===== src/rtl/pqa_pkg.sv =====
// shared types and constants for the aging priority queue
`default_nettype none

package pqa_pkg;

    localparam int MODE_W     = 3;
    localparam int STATUS_W   = 3;
    localparam int CAP_W      = 5;
    localparam int THR_W      = 16;
    localparam int OCC_W      = 5;
    localparam int SEQ_W      = 32;
    localparam int AGE_W      = 16;
    localparam int CFG_IDX_W  = 2;
    localparam int CFG_DATA_W = 16;

    localparam logic [AGE_W-1:0] AGE_MAX       = '1;
    localparam logic [CAP_W-1:0] CAP_RESET     = CAP_W'(16);
    localparam logic [THR_W-1:0] THR_RESET     = THR_W'(1000);

    // configuration register indexes
    localparam logic [CFG_IDX_W-1:0] CFG_CAPACITY  = CFG_IDX_W'(0);
    localparam logic [CFG_IDX_W-1:0] CFG_THRESHOLD = CFG_IDX_W'(1);

    typedef enum logic [MODE_W-1:0] {
        MODE_PUSH     = 3'd0,
        MODE_POP      = 3'd1,
        MODE_TICK     = 3'd2,
        MODE_SHUTDOWN = 3'd3,
        MODE_ABORT    = 3'd4
    } mode_t;

    typedef enum logic [STATUS_W-1:0] {
        ST_ACCEPTED = 3'd0,
        ST_REFUSED  = 3'd1,
        ST_GRANTED  = 3'd2,
        ST_EMPTY    = 3'd3,
        ST_ABORTED  = 3'd4
    } status_t;

    // controller to datapath
    typedef struct packed {
        logic    load;
        logic    addr_clr;
        logic    scan_rd;
        logic    find_step;
        logic    push_wr;
        logic    grant;
        logic    set_closed;
        logic    set_aborted;
        logic    res_ld;
        logic    res_grant;
        status_t res_code;
    } cmd_t;

    // datapath to controller
    typedef struct packed {
        logic closed;
        logic aborted;
        logic empty;
        logic full;
        logic slot_free;
        logic addr_last;
        logic out_busy;
    } stat_t;

endpackage

`default_nettype wire


===== src/rtl/pqa_ctrl.sv =====
// sequencing state machine for the aging priority queue
`default_nettype none

module pqa_ctrl
    import pqa_pkg::*;
(
    input  wire logic              aclk,
    input  wire logic              aresetn,
    input  wire logic              s_valid,
    output logic                   s_ready,
    input  wire logic [MODE_W-1:0] s_mode,
    input  wire stat_t             stat,
    output cmd_t                   cmd
);

    typedef enum logic [2:0] {
        S_IDLE,
        S_FIND,
        S_SCAN,
        S_DRAIN1,
        S_DRAIN2,
        S_GRANT,
        S_DONE
    } state_t;

    state_t  state_reg, state_next;
    status_t res_code_reg, res_code_next;
    logic    pop_reg, pop_next;
    logic    accept;

    assign s_ready = (state_reg == S_IDLE);
    assign accept  = s_valid && s_ready;

    always_comb begin
        state_next    = state_reg;
        res_code_next = res_code_reg;
        pop_next      = pop_reg;
        cmd           = '0;
        cmd.res_code  = res_code_reg;
        cmd.res_grant = pop_reg && (res_code_reg == ST_GRANTED);
        unique case (state_reg)
            S_IDLE: begin
                if (accept) begin
                    cmd.load = 1'b1;
                    pop_next = 1'b0;
                    unique case (mode_t'(s_mode))
                        MODE_PUSH: begin
                            if (stat.closed || stat.full) begin
                                res_code_next = ST_REFUSED;
                                state_next    = S_DONE;
                            end else begin
                                res_code_next = ST_ACCEPTED;
                                cmd.addr_clr  = 1'b1;
                                state_next    = S_FIND;
                            end
                        end
                        MODE_POP: begin
                            if (stat.aborted) begin
                                res_code_next = ST_ABORTED;
                                state_next    = S_DONE;
                            end else if (stat.empty) begin
                                res_code_next = ST_EMPTY;
                                state_next    = S_DONE;
                            end else begin
                                res_code_next = ST_GRANTED;
                                pop_next      = 1'b1;
                                cmd.addr_clr  = 1'b1;
                                state_next    = S_SCAN;
                            end
                        end
                        MODE_TICK: begin
                            res_code_next = ST_ACCEPTED;
                            cmd.addr_clr  = 1'b1;
                            state_next    = S_SCAN;
                        end
                        MODE_SHUTDOWN: begin
                            res_code_next  = ST_ACCEPTED;
                            cmd.set_closed = 1'b1;
                            state_next     = S_DONE;
                        end
                        MODE_ABORT: begin
                            res_code_next   = ST_ACCEPTED;
                            cmd.set_aborted = 1'b1;
                            state_next      = S_DONE;
                        end
                        default: begin
                            res_code_next = ST_REFUSED;
                            state_next    = S_DONE;
                        end
                    endcase
                end
            end
            S_FIND: begin
                if (stat.slot_free) begin
                    cmd.push_wr = 1'b1;
                    state_next  = S_DONE;
                end else begin
                    cmd.find_step = 1'b1;
                end
            end
            S_SCAN: begin
                cmd.scan_rd = 1'b1;
                if (stat.addr_last) begin
                    state_next = S_DRAIN1;
                end
            end
            S_DRAIN1: begin
                state_next = S_DRAIN2;
            end
            S_DRAIN2: begin
                state_next = pop_reg ? S_GRANT : S_DONE;
            end
            S_GRANT: begin
                cmd.grant  = 1'b1;
                state_next = S_DONE;
            end
            S_DONE: begin
                if (!stat.out_busy) begin
                    cmd.res_ld = 1'b1;
                    state_next = S_IDLE;
                end
            end
            default: begin
                state_next = S_IDLE;
            end
        endcase
    end

    always_ff @(posedge aclk) begin
        if (!aresetn) begin
            state_reg    <= S_IDLE;
            res_code_reg <= ST_ACCEPTED;
            pop_reg      <= 1'b0;
        end else begin
            state_reg    <= state_next;
            res_code_reg <= res_code_next;
            pop_reg      <= pop_next;
        end
    end

endmodule

`default_nettype wire


===== src/rtl/pqa_datapath.sv =====
// entry memory, scan pipeline, flags and result register of the aging queue
`default_nettype none

module pqa_datapath
    import pqa_pkg::*;
#(
    parameter int QUEUE_DEPTH   = 16,
    parameter int PRIORITY_BITS = 8,
    parameter int HANDLE_BITS   = 16
) (
    input  wire logic                     aclk,
    input  wire logic                     aresetn,
    input  wire logic [MODE_W-1:0]        s_mode,
    input  wire logic [HANDLE_BITS-1:0]   s_task_handle,
    input  wire logic [PRIORITY_BITS-1:0] s_priority_req,
    input  wire logic                     cfg_wr,
    input  wire logic [CFG_IDX_W-1:0]     cfg_index,
    input  wire logic [CFG_DATA_W-1:0]    cfg_data,
    input  wire cmd_t                     cmd,
    output stat_t                         stat,
    output logic                          m_valid,
    input  wire logic                     m_ready,
    output logic [STATUS_W-1:0]           m_status,
    output logic [HANDLE_BITS-1:0]        m_granted_handle,
    output logic [OCC_W-1:0]              m_occupancy
);

    localparam int IDX_W = (QUEUE_DEPTH > 1) ? $clog2(QUEUE_DEPTH) : 1;
    localparam int CNT_W = $clog2(QUEUE_DEPTH + 1);
    localparam int CMP_W = (CNT_W > CAP_W) ? CNT_W : CAP_W;

    typedef struct packed {
        logic [HANDLE_BITS-1:0]   handle;
        logic [PRIORITY_BITS-1:0] prio;
        logic [SEQ_W-1:0]         seq;
        logic [AGE_W-1:0]         age;
        logic                     aged;
    } entry_t;

    entry_t mem [QUEUE_DEPTH];

    // configuration
    logic [CAP_W-1:0] cap_reg;
    logic [THR_W-1:0] thr_reg;

    // queue state
    logic [QUEUE_DEPTH-1:0] valid_reg;
    logic [CNT_W-1:0]       count_reg;
    logic [SEQ_W-1:0]       next_seq_reg;
    logic                   closed_reg;
    logic                   aborted_reg;

    // current operation
    mode_t                    op_mode_reg;
    logic [HANDLE_BITS-1:0]   op_handle_reg;
    logic [PRIORITY_BITS-1:0] op_prio_reg;
    logic [IDX_W-1:0]         addr_reg;

    // scan pipeline
    logic                     s1_en_reg;
    logic [IDX_W-1:0]         s1_idx_reg;
    logic                     s1_vld_reg;
    entry_t                   rd_data_reg;
    logic                     s1_aged;
    logic [SEQ_W-1:0]         s1_dist;
    entry_t                   s1_wr_data;
    logic                     s1_wr;

    logic                     s2_en_reg;
    logic                     s2_vld_reg;
    logic                     s2_aged_reg;
    logic [PRIORITY_BITS-1:0] s2_prio_reg;
    logic [SEQ_W-1:0]         s2_dist_reg;
    logic [HANDLE_BITS-1:0]   s2_handle_reg;
    logic [IDX_W-1:0]         s2_idx_reg;
    logic                     s2_above;

    logic                     best_vld_reg;
    logic                     best_aged_reg;
    logic [PRIORITY_BITS-1:0] best_prio_reg;
    logic [SEQ_W-1:0]         best_dist_reg;
    logic [HANDLE_BITS-1:0]   best_handle_reg;
    logic [IDX_W-1:0]         best_idx_reg;

    // result register
    logic                     m_valid_reg;
    status_t                  m_status_reg;
    logic [HANDLE_BITS-1:0]   m_handle_reg;
    logic [OCC_W-1:0]         m_occ_reg;

    entry_t                   push_data;

    assign stat.closed    = closed_reg;
    assign stat.aborted   = aborted_reg;
    assign stat.empty     = (count_reg == '0);
    assign stat.full      = (CMP_W'(count_reg) >= CMP_W'(cap_reg))
                            || (count_reg == CNT_W'(QUEUE_DEPTH));
    assign stat.slot_free = !valid_reg[addr_reg];
    assign stat.addr_last = (addr_reg == IDX_W'(QUEUE_DEPTH - 1));
    assign stat.out_busy  = m_valid_reg && !m_ready;

    assign m_valid          = m_valid_reg;
    assign m_status         = m_status_reg;
    assign m_granted_handle = m_handle_reg;
    assign m_occupancy      = m_occ_reg;

    always_comb begin
        push_data.handle = op_handle_reg;
        push_data.prio   = op_prio_reg;
        push_data.seq    = next_seq_reg;
        push_data.age    = '0;
        push_data.aged   = 1'b0;
    end

    // stage 1: aging update and arrival distance
    always_comb begin
        s1_aged    = rd_data_reg.aged || (rd_data_reg.age > thr_reg);
        s1_dist    = next_seq_reg - rd_data_reg.seq;
        s1_wr_data = rd_data_reg;
        s1_wr      = 1'b0;
        if (op_mode_reg == MODE_TICK) begin
            if (rd_data_reg.age != AGE_MAX) begin
                s1_wr_data.age = rd_data_reg.age + AGE_W'(1);
            end
            s1_wr = s1_en_reg && s1_vld_reg;
        end else begin
            s1_wr_data.aged = s1_aged;
            s1_wr = s1_en_reg && s1_vld_reg;
        end
    end

    // stage 2: rank against the best so far
    always_comb begin
        if (s2_aged_reg != best_aged_reg) begin
            s2_above = s2_aged_reg;
        end else if (!s2_aged_reg && (s2_prio_reg != best_prio_reg)) begin
            s2_above = s2_prio_reg > best_prio_reg;
        end else begin
            s2_above = s2_dist_reg > best_dist_reg;
        end
    end

    // entry memory, one read and one write port
    always_ff @(posedge aclk) begin
        if (cmd.push_wr) begin
            mem[addr_reg] <= push_data;
        end else if (s1_wr) begin
            mem[s1_idx_reg] <= s1_wr_data;
        end
        rd_data_reg <= mem[addr_reg];
    end

    always_ff @(posedge aclk) begin
        if (!aresetn) begin
            cap_reg      <= CAP_RESET;
            thr_reg      <= THR_RESET;
            valid_reg    <= '0;
            count_reg    <= '0;
            next_seq_reg <= '0;
            closed_reg   <= 1'b0;
            aborted_reg  <= 1'b0;
            op_mode_reg  <= MODE_PUSH;
            addr_reg     <= '0;
            s1_en_reg    <= 1'b0;
            s2_en_reg    <= 1'b0;
            best_vld_reg <= 1'b0;
            m_valid_reg  <= 1'b0;
        end else begin
            if (cfg_wr && (cfg_index == CFG_CAPACITY)) begin
                cap_reg <= cfg_data[CAP_W-1:0];
            end
            if (cfg_wr && (cfg_index == CFG_THRESHOLD)) begin
                thr_reg <= cfg_data[THR_W-1:0];
            end

            if (cmd.load) begin
                op_mode_reg <= mode_t'(s_mode);
            end
            if (cmd.set_closed) begin
                closed_reg <= 1'b1;
            end
            if (cmd.set_aborted) begin
                aborted_reg <= 1'b1;
            end

            priority if (cmd.addr_clr) begin
                addr_reg <= '0;
            end else if (cmd.scan_rd || cmd.find_step) begin
                addr_reg <= addr_reg + IDX_W'(1);
            end

            if (cmd.push_wr) begin
                valid_reg[addr_reg] <= 1'b1;
                count_reg           <= count_reg + CNT_W'(1);
                next_seq_reg        <= next_seq_reg + SEQ_W'(1);
            end else if (cmd.grant) begin
                valid_reg[best_idx_reg] <= 1'b0;
                count_reg               <= count_reg - CNT_W'(1);
            end

            s1_en_reg <= cmd.scan_rd;
            s2_en_reg <= s1_en_reg && (op_mode_reg == MODE_POP);

            priority if (cmd.addr_clr) begin
                best_vld_reg <= 1'b0;
            end else if (s2_en_reg && s2_vld_reg && (!best_vld_reg || s2_above)) begin
                best_vld_reg <= 1'b1;
            end

            priority if (cmd.res_ld) begin
                m_valid_reg <= 1'b1;
            end else if (m_ready) begin
                m_valid_reg <= 1'b0;
            end
        end
    end

    // payload registers
    always_ff @(posedge aclk) begin
        if (cmd.load) begin
            op_handle_reg <= s_task_handle;
            op_prio_reg   <= s_priority_req;
        end

        s1_idx_reg <= addr_reg;
        s1_vld_reg <= valid_reg[addr_reg];

        s2_vld_reg    <= s1_vld_reg;
        s2_aged_reg   <= s1_aged;
        s2_prio_reg   <= rd_data_reg.prio;
        s2_dist_reg   <= s1_dist;
        s2_handle_reg <= rd_data_reg.handle;
        s2_idx_reg    <= s1_idx_reg;

        if (s2_en_reg && s2_vld_reg && (!best_vld_reg || s2_above)) begin
            best_aged_reg   <= s2_aged_reg;
            best_prio_reg   <= s2_prio_reg;
            best_dist_reg   <= s2_dist_reg;
            best_handle_reg <= s2_handle_reg;
            best_idx_reg    <= s2_idx_reg;
        end

        if (cmd.res_ld) begin
            m_status_reg <= cmd.res_code;
            m_handle_reg <= cmd.res_grant ? best_handle_reg : '0;
            m_occ_reg    <= OCC_W'(count_reg);
        end
    end

endmodule

`default_nettype wire


===== src/rtl/priority_queue_with_aging.sv =====
// top level of the bounded task queue with priorities and aging
// throughput: one item at a time, set by the one-entry-per-cycle scan of the entry memory
// reset: synchronous active-low aresetn empties the queue, clears shutdown/abort
//   and restores capacity 16 and age threshold 1000
`default_nettype none

module priority_queue_with_aging
    import pqa_pkg::*;
#(
    parameter int QUEUE_DEPTH   = 16,
    parameter int PRIORITY_BITS = 8,
    parameter int HANDLE_BITS   = 16
) (
    input  wire logic                     aclk,
    input  wire logic                     aresetn,
    // command input
    input  wire logic                     s_valid,
    output logic                          s_ready,
    input  wire logic [MODE_W-1:0]        s_mode,
    input  wire logic [HANDLE_BITS-1:0]   s_task_handle,
    input  wire logic [PRIORITY_BITS-1:0] s_priority_req,
    // result output
    output logic                          m_valid,
    input  wire logic                     m_ready,
    output logic [STATUS_W-1:0]           m_status,
    output logic [HANDLE_BITS-1:0]        m_granted_handle,
    output logic [OCC_W-1:0]              m_occupancy,
    // configuration writes
    input  wire logic                     cfg_valid,
    output logic                          cfg_ready,
    input  wire logic [CFG_IDX_W-1:0]     cfg_index,
    input  wire logic [CFG_DATA_W-1:0]    cfg_data
);

    cmd_t  cmd;
    stat_t stat;

    // configuration writes are always taken
    assign cfg_ready = 1'b1;

    // controller: decodes the command, walks the scan and issues the result
    pqa_ctrl u_ctrl (
        .aclk    (aclk),
        .aresetn (aresetn),
        .s_valid (s_valid),
        .s_ready (s_ready),
        .s_mode  (s_mode),
        .stat    (stat),
        .cmd     (cmd)
    );

    // datapath: entry memory, valid bits, ranking pipeline, result register
    pqa_datapath #(
        .QUEUE_DEPTH   (QUEUE_DEPTH),
        .PRIORITY_BITS (PRIORITY_BITS),
        .HANDLE_BITS   (HANDLE_BITS)
    ) u_datapath (
        .aclk             (aclk),
        .aresetn          (aresetn),
        .s_mode           (s_mode),
        .s_task_handle    (s_task_handle),
        .s_priority_req   (s_priority_req),
        .cfg_wr           (cfg_valid && cfg_ready),
        .cfg_index        (cfg_index),
        .cfg_data         (cfg_data),
        .cmd              (cmd),
        .stat             (stat),
        .m_valid          (m_valid),
        .m_ready          (m_ready),
        .m_status         (m_status),
        .m_granted_handle (m_granted_handle),
        .m_occupancy      (m_occupancy)
    );

    // a handle only travels with a grant
    a_handle_only_on_grant: assert property (
        @(posedge aclk) disable iff (!aresetn)
        (m_valid && (m_status != ST_GRANTED)) |-> (m_granted_handle == '0)
    ) else $error("nonzero handle on a result that is not a grant");

    // the input side closes right after a transfer until its result is queued
    a_one_item_in_flight: assert property (
        @(posedge aclk) disable iff (!aresetn)
        (s_valid && s_ready) |=> !s_ready
    ) else $error("second command taken while one is in progress");

    // an empty pop leaves nothing queued
    a_empty_means_zero: assert property (
        @(posedge aclk) disable iff (!aresetn)
        (m_valid && (m_status == ST_EMPTY)) |-> (m_occupancy == '0)
    ) else $error("empty status with nonzero occupancy");

    // a push write and a grant never touch the entry state in the same cycle
    a_cmd_exclusive: assert property (
        @(posedge aclk) disable iff (!aresetn)
        !(cmd.push_wr && cmd.grant)
    ) else $error("push write and grant in the same cycle");

endmodule

`default_nettype wire


===== config.mk =====
export PLATFORM = sky130hd
export DESIGN_NAME = priority_queue_with_aging
export DESIGN_NICKNAME = d
export VERILOG_FILES = /design/src/rtl/pqa_pkg.sv /design/src/rtl/pqa_ctrl.sv /design/src/rtl/pqa_datapath.sv /design/src/rtl/priority_queue_with_aging.sv
export SDC_FILE = /design/constraint.sdc
export NUM_CORES = 2
export LEC_CHECK = 0
export BUFFER_PORTS_ARGS = -buffer_cell sky130_fd_sc_hd__buf_4
export CORE_UTILIZATION = 50
export CTS_BUF_LIST = sky130_fd_sc_hd__clkbuf_4
export DETAILED_ROUTE_END_ITERATION = 6
export HOLD_SLACK_MARGIN = 0.12
export PLACE_DENSITY_LB_ADDON = 0.12
export SYNTH_ARGS = -nofsm -noshare
export SYNTH_HDL_FRONTEND = slang
export SYNTH_SLANG_ARGS = --single-unit

===== constraint.sdc =====
create_clock -name aclk -period 13.9 [get_ports aclk]
set_input_delay 2.78 -clock aclk [delete_from_list [all_inputs] [get_ports aclk]]
set_output_delay 2.78 -clock aclk [all_outputs]
set_load 0.01 [all_outputs]

* After elaboration in Yosys (flattened, before gate mapping)
Memory sizes are Yosys's and may differ from the RTL's. A register that Yosys moved wholly into a read port is not among the register bits. Index checks and enable logic that the tools add are counted. Widths: inputs -> output; s select.
Word-level totals: bits in writable memories 1168, register bits after elaboration 270, memories 1, logic and storage cells 164, bits of input ports 50
Memories:
- u_datapath.mem | words 16, bits a word 73, rd ports 1, clocked after memory_dff 1, wr ports 1, line pqa_datapath.sv:40 | entry_t mem [QUEUE_DEPTH];
Cells by class: $lt $le $gt $ge 8, multiplexer cells 57, equal/unequal tests 23, reductions and logical operators 31, bitwise gates (word level) 4, $add $sub $neg 6
Operators with widths (number):
- $mux 73 | 1
- $reduce_or 73->1 | 1
- $mux 16 | 4
- $add 32x1->32 const B | 1
- $gt 32x32->1 | 1
- $sub 32x32->32 | 1
- $mux 1 | 28
- $mux 3 | 8
- $pmux 3 s7 | 1
- $eq 3x2->1 const B | 6
- $pmux 3 s3 | 2
- $add 16x1->16 const B | 1
- $and 16x16->16 | 1
- $gt 16x16->1 | 1
- $ne 16x16->1 const B | 1
- $not 16->16 | 1
- $or 16x16->16 | 1
- $eq 3x3->1 const B | 4
- $logic_and 1x1->1 | 12
- $mux 2 | 6
- $lt 4x5->1 const B | 2
- $mux 5 | 2
- $eq 3x1->1 const B | 3
- $demux 1 s4 | 2
- other kinds (26) | 38

* Longest topological paths before layout
depth in word-level cells 8, mapped depth 15, depth with buffers taken out 12

* Hierarchy
A second synthesis with hierarchy kept.
Second synthesis, totals: cell total of the unflattened synthesis 3133, area total of the unflattened synthesis 58881.5 sq um
By module, submodules not included:
- pqa_datapath | sequential area each 42891.1 sq um, times used 1, area each 58320.9 sq um, cells each 3057
- pqa_ctrl | sequential area each 140.1 sq um, times used 1, area each 549.3 sq um, cells each 74
- priority_queue_with_aging | sequential area each 0.0 sq um, times used 1, area each 11.3 sq um, cells each 2

* Least setup slack after synthesis
No wires, ideal clock.
path kind reg-to-reg, from register u_datapath.addr_reg[0], to memory u_datapath.mem[0][0] in the netlist's numbering, enable pin, slack 7582 ps, required time 13395 ps, stages on the path, launching flop included 13, path buffers 5, library setup time 505 ps, arrival time 5813 ps, cell sequence dfxtp_1 buf_6 buf_6 mux4_2 mux4_2 buf_6 nor2_1 inv_1 nand3_1 buf_2 buf_4 a31oi_1 nor2_1
On the way: cells in the longest elaborated chain, start to end 8, elaborated cells between the ends (all ways) 11, those cells by class mux (10); reduce/logical (1)
Ends and longest elaborated chain:
- from (decl) | line pqa_datapath.sv:57 | logic [IDX_W-1:0] addr_reg;
- from (signal assigned) | line pqa_datapath.sv:189 | addr_reg <= addr_reg + IDX_W'(1);
- $bmux 1 s4 | line pqa_datapath.sv:98 | assign stat.slot_free = !valid_reg[addr_reg];
- $mux 1 (not written as such) | line pqa_datapath.sv:98
- $mux 1 | line pqa_ctrl.sv:94 | if (stat.slot_free) begin
- $mux 2 | line pqa_ctrl.sv:41 | unique case (state_reg)
- $mux 1 | line pqa_datapath.sv:145 | if (cmd.push_wr) begin
- $mux 1 (not written as such) | line pqa_datapath.sv:148 | mem[s1_idx_reg] <= s1_wr_data;
- $reduce_or 73->1 (no source line)
- $mux 4 (no source line) / $mux 1 (equally long branches)
- to (decl) | line pqa_datapath.sv:40
Several ways; a longest one is shown, not always the timed one. The select of a mux whose other input is x is not followed.

* Final worst setup path
from register u_datapath.addr_reg[0], to memory u_datapath.mem[3][54] in the netlist's numbering, enable pin
The elaborated chain is that of the path after synthesis.

==> run_summary.xml <==
<?xml version="1.0" encoding="UTF-8"?>
<metrics>
  <group name="run_status">
    <metric name="status" unit="">finished clean</metric>
  </group>
  <group name="floorplanning">
    <metric name="dieArea" unit="um^2">119000</metric>
    <metric name="top_level_ports" unit="">77</metric>
    <metric name="initial_utilization" unit="%">50.5</metric>
    <metric name="row_count" unit="">125</metric>
    <metric name="die_width" unit="um">344</metric>
    <metric name="die_h" unit="um">344</metric>
    <metric name="standard_cell_core_area" unit="um^2">116000</metric>
  </group>
  <group name="final_layout">
    <metric name="finalNetCount" unit="">3638</metric>
    <metric name="drive_gt1_share" unit="%">31.5</metric>
    <metric name="fillCellCount" unit="">8968</metric>
    <metric name="final_design_area_no_fill" unit="um^2">66200</metric>
    <metric name="final-instance-count-excl-fill" unit="">5321</metric>
    <metric name="syn2layout_area_growth" unit="%">13.0</metric>
    <metric name="largest_reg_flops" unit="">1168</metric>
    <metric name="finish.utilization" unit="%">57.0</metric>
  </group>
  <group name="sta">
    <metric name="fmax" unit="MHz">135</metric>
    <metric name="post-route-min-period" unit="ns">7.40</metric>
    <metric name="timing.final.max_slew_violations" unit="">0</metric>
    <metric name="finClkSkew" unit="ns">0.148</metric>
    <metric name="timing.setup.tns" unit="ns">0</metric>
    <metric name="setup_viol_count_final" unit="">0</metric>
    <metric name="grt_setup_unrepaired" unit="">false</metric>
    <metric name="final.period_utilization" unit="%">53.3</metric>
    <metric name="max-slew-margin-rel" unit="%">22.3</metric>
    <metric name="final_hold_viol_count" unit="">0</metric>
    <metric name="timing_worst_slew_pin_value" unit="ns">1.16</metric>
  </group>
  <group name="yosys">
    <metric name="post-synth-top-area-cell" unit="">sky130_fd_sc_hd__edfxtp_1</metric>
    <metric name="synth_cell_type_count" unit="">73</metric>
    <metric name="syn_nets" unit="">3243</metric>
    <metric name="postSynthCellCount" unit="">3090</metric>
    <metric name="syn-mean-instance-area" unit="um^2">19.0</metric>
    <metric name="synthesis.area" unit="um^2">58600</metric>
    <metric name="yosysWarningCount" unit="">0</metric>
    <metric name="ffs_w_async_s_r_synth" unit="%">0</metric>
    <metric name="seq_area_frac_synth" unit="%">73.4</metric>
    <metric name="synthTopCellsByArea" unit="">sky130_fd_sc_hd__edfxtp_1 65%, sky130_fd_sc_hd__mux4_2 14%, sky130_fd_sc_hd__dfxtp_1 8.0%</metric>
    <metric name="yosys_register_bits" unit="">1511</metric>
    <metric name="synth-main-ff-cell" unit="">sky130_fd_sc_hd__edfxtp_1</metric>
    <metric name="synthDominantCellAreaShare" unit="%">65.4</metric>
    <metric name="synth_enable_flop_cells" unit="">1277</metric>
  </group>
  <group name="drt">
    <metric name="drt_drc_violations_left" unit="">0</metric>
    <metric name="vias_after_detailed_routing" unit="">30644</metric>
    <metric name="ant_nets" unit="">0</metric>
    <metric name="drt_iter0_markers" unit="">2779</metric>
    <metric name="post_detailed_routing_wire_length" unit="um">136000</metric>
    <metric name="drt-pass1-iter-count" unit="">6</metric>
    <metric name="route.detailed.vias_per_inst" unit="">5.76</metric>
    <metric name="detail_route.wl_per_cell" unit="um">25.6</metric>
  </group>
  <group name="global_route">
    <metric name="grt_util_met2" unit="%">38.4</metric>
    <metric name="globalRouteMet3Util" unit="%">5.15</metric>
    <metric name="grtUsageTotal" unit="%">23.6</metric>
    <metric name="grt_overflow" unit="">0</metric>
    <metric name="antenna_found_initial" unit="">8</metric>
    <metric name="pin_count_of_the_biggest_net_entering_global_routing" unit="">137</metric>
    <metric name="met1_usage" unit="%">31.5</metric>
    <metric name="grt_first_pass_wirelength" unit="um">203000</metric>
    <metric name="top_usage_layer" unit="">met2</metric>
    <metric name="vias_in_the_first_global_route" unit="">32449</metric>
  </group>
  <group name="cts">
    <metric name="worst_setup_hold_path_clk_slew" unit="ns">0.06</metric>
    <metric name="cts_tree" unit="">built</metric>
    <metric name="numClockSinks" unit="">1511</metric>
    <metric name="postCtsResizedCells" unit="">0</metric>
    <metric name="worstSkewPairLatency" unit="ns">1.21</metric>
    <metric name="cts_max_level" unit="">5</metric>
    <metric name="cts-buffers-inserted" unit="">392</metric>
    <metric name="postCtsSetupRepairBufs" unit="">0</metric>
    <metric name="root_buffer_selected_by_cts" unit="">sky130_fd_sc_hd__clkbuf_4</metric>
    <metric name="max-clock-path-buffers" unit="">4</metric>
    <metric name="cts.hold.buffers_added" unit="">0</metric>
  </group>
  <group name="setup_path">
    <metric name="critPathCapture" unit="">u_datapath.mem[3][54]$_DFFE_PP_</metric>
    <metric name="setup.worst_path.start_class" unit="">flop</metric>
    <metric name="cp-end-kind" unit="">flop</metric>
    <metric name="r2r-end" unit="">u_datapath.mem[3][54]$_DFFE_PP_</metric>
    <metric name="worstPathRequired" unit="ns">14.62</metric>
    <metric name="worst_r2r_path_depth" unit="">11</metric>
    <metric name="r2r_slack" unit="ns">6.50</metric>
    <metric name="setup.worst_path.start" unit="">u_datapath.addr_reg[0]$_SDFFE_PP0P_</metric>
    <metric name="timing.rr.start" unit="">u_datapath.addr_reg[0]$_SDFFE_PP0P_</metric>
    <metric name="critical_path_peak_fanout" unit="">118</metric>
    <metric name="timing.critical_path.arrival" unit="ns">8.13</metric>
    <metric name="criticalPathCategory" unit="">reg2reg</metric>
  </group>
  <group name="place">
    <metric name="placed_area" unit="um^2">61200</metric>
    <metric name="dp_cells" unit="">4615</metric>
    <metric name="hpwlAfterDp" unit="um">74900</metric>
    <metric name="gpl.final_weighted_congestion" unit="">0.843</metric>
    <metric name="numPortBuffers" unit="">75</metric>
  </group>
  <group name="power_and_ir_drop">
    <metric name="max-vdd-ir-drop" unit="mV">0.107</metric>
    <metric name="cellInternalPower" unit="uW">7780</metric>
    <metric name="combinationalPowerShare" unit="%">12.5</metric>
    <metric name="pwr-share-clk" unit="%">36.5</metric>
    <metric name="power.switching" unit="uW">2560</metric>
    <metric name="power.sequential.fraction" unit="%">51.0</metric>
    <metric name="power-per-cell-area" unit="nW/um^2">156</metric>
    <metric name="power.leakage" unit="uW">0.0216</metric>
    <metric name="sw_frac_of_total" unit="%">24.8</metric>
  </group>
  <group name="worst_hold_path">
    <metric name="min_path_type" unit="">reg2reg</metric>
  </group>
  <group name="flow_run">
    <metric name="max_cap_viol_count" unit="">0</metric>
  </group>
</metrics>
through the flow:
stage / total power [uW] / worst slack [ns] / hold slack, ns
final: 10300 / 6.50 / 0.348
after global routing: 10800 / 5.92 / 0.343
after CTS: 10500 / 6.38 / 0.345
after detailed placement: 6670 / 6.42 / 0.334
after global placement: 6650 / 6.48 / 0.347
after floorplan: 6270 / 7.58 / 0.327
layout by cell type, fill, tap and decap left out, drive strengths merged, types with 16 or more instances in the layout:
cell type / Yosys / final
dfxtp: 234 / 234
o21ai: 94 / 94
nand3: 34 / 34
mux4: 370 / 370
ha: 101 / 101
buf: 37 / 125
and3: 17 / 17
a21o: 28 / 28
inv: 120 / 126
nor2: 125 / 125
nor3: 20 / 20
and2: 24 / 24
clkinv: 1 / 76
mux2: 27 / 27
nor2b: 16 / 16
a31oi: 17 / 17
nand4: 26 / 26
nand2: 126 / 126
xnor2: 38 / 38
edfxtp: 1277 / 1277
xor2: 26 / 26
a21oi: 104 / 104
clkbuf: 87 / 614
cell families (layout without fill, tap and decap cells):
group,Yosys count,after routing,share of synthesized area [%]
AO/OA/AOI/OAI,313,313,3.20
other,1,6,0.00640
AND/OR/NAND/NOR,452,452,3.78
flip-flops,1511,1511,73.4
adder cells (fa/ha/maj),103,103,2.22
XOR/XNOR,64,64,0.956
multiplexers,401,401,14.8
buffers and inverters,245,947,1.64
synth_stat cells (all sizes together) (3+ instances only):
| master | count |
|---|---|
| nor2 | 125 |
| xor2 | 26 |
| nor2b | 16 |
| a21o | 28 |
| and4 | 7 |
| nand4b | 4 |
| buf | 37 |
| a311oi | 3 |
| edfxtp | 1277 |
| nor3 | 20 |
| mux2 | 27 |
| clkbuf | 87 |
| xnor2 | 38 |
| o21ai | 94 |
| o211ai | 14 |
| dfxtp | 234 |
| mux4 | 370 |
| or3 | 6 |
| mux2i | 4 |
| nor4b | 6 |
| a21boi | 3 |
| nor3b | 7 |
| nand3 | 34 |
| and2 | 24 |
| nor4 | 12 |
| o21a | 9 |
| a21oi | 104 |
| a31oi | 17 |
| nand4 | 26 |
| nand2 | 126 |
| inv | 120 |
| ha | 101 |
| and3 | 17 |
| a211oi | 14 |
| nand2b | 14 |
cell type report:
cell class	instances	area (um^2)	share of cell area [%]
timing repair buffer	125	963	1.45
tap	1524	1910	2.88
sequential	1511	43000	65.0
clock inverter	87	427	0.644
multi-input combinational	1334	14800	22.4
inverter	121	459	0.693
clock buffer	614	4610	6.96
antenna	5	12.5	0.0189
power by group through the flow:
stage	Combinational (uW)	Clock [uW]	Sequential, uW
2_1_floorplan	984	0	5280
3_3_place_gp	1280	0	5360
3_5_place_dp	1300	0	5370
4_1_cts	1310	3880	5270
5_1_grt	1410	4130	5290
6_report	1290	3780	5270
worst max-delay path, stage by stage, from the launching register on:
cell and delay (ns):
sky130_fd_sc_hd__dfxtp_4 0.47, sky130_fd_sc_hd__buf_12 0.70, sky130_fd_sc_hd__mux4_2 0.62, sky130_fd_sc_hd__mux4_2 0.63, sky130_fd_sc_hd__nor2_1 0.69, sky130_fd_sc_hd__inv_1 0.46
sky130_fd_sc_hd__nand3_4 0.81, sky130_fd_sc_hd__buf_4 0.91, sky130_fd_sc_hd__nor3_1 0.08, sky130_fd_sc_hd__a31oi_1 0.75, sky130_fd_sc_hd__nor2_4 0.21, sky130_fd_sc_hd__buf_4 0.52
per-layer routing:
metal / share of wire [%] / vias to the layer above
met5: 0.026 / -
met4: 2.2 / 4
met3: 6.1 / 205
met2: 50 / 1030
met1: 42 / 15939
li1: - / 13466
how the worst min path moves through the flow:
stage,start,end,slack (ns),cells past startpoint
global placement,u_datapath.rd_data_reg[54]$_DFF_P_,u_datapath.s2_prio_reg[5]$_DFF_P_,0.35,0
detailed placement,u_datapath.rd_data_reg[59]$_DFF_P_,u_datapath.s2_handle_reg[2]$_DFF_P_,0.33,0
CTS,u_datapath.rd_data_reg[53]$_DFF_P_,u_datapath.s2_prio_reg[4]$_DFF_P_,0.35,0
floorplan,u_datapath.rd_data_reg[57]$_DFF_P_,u_datapath.s2_handle_reg[0]$_DFF_P_,0.33,0
global route,u_datapath.rd_data_reg[53]$_DFF_P_,u_datapath.s2_prio_reg[4]$_DFF_P_,0.34,0
finish,u_datapath.rd_data_reg[53]$_DFF_P_,u_datapath.s2_prio_reg[4]$_DFF_P_,0.35,0
(Power assumes the default switching activity.)
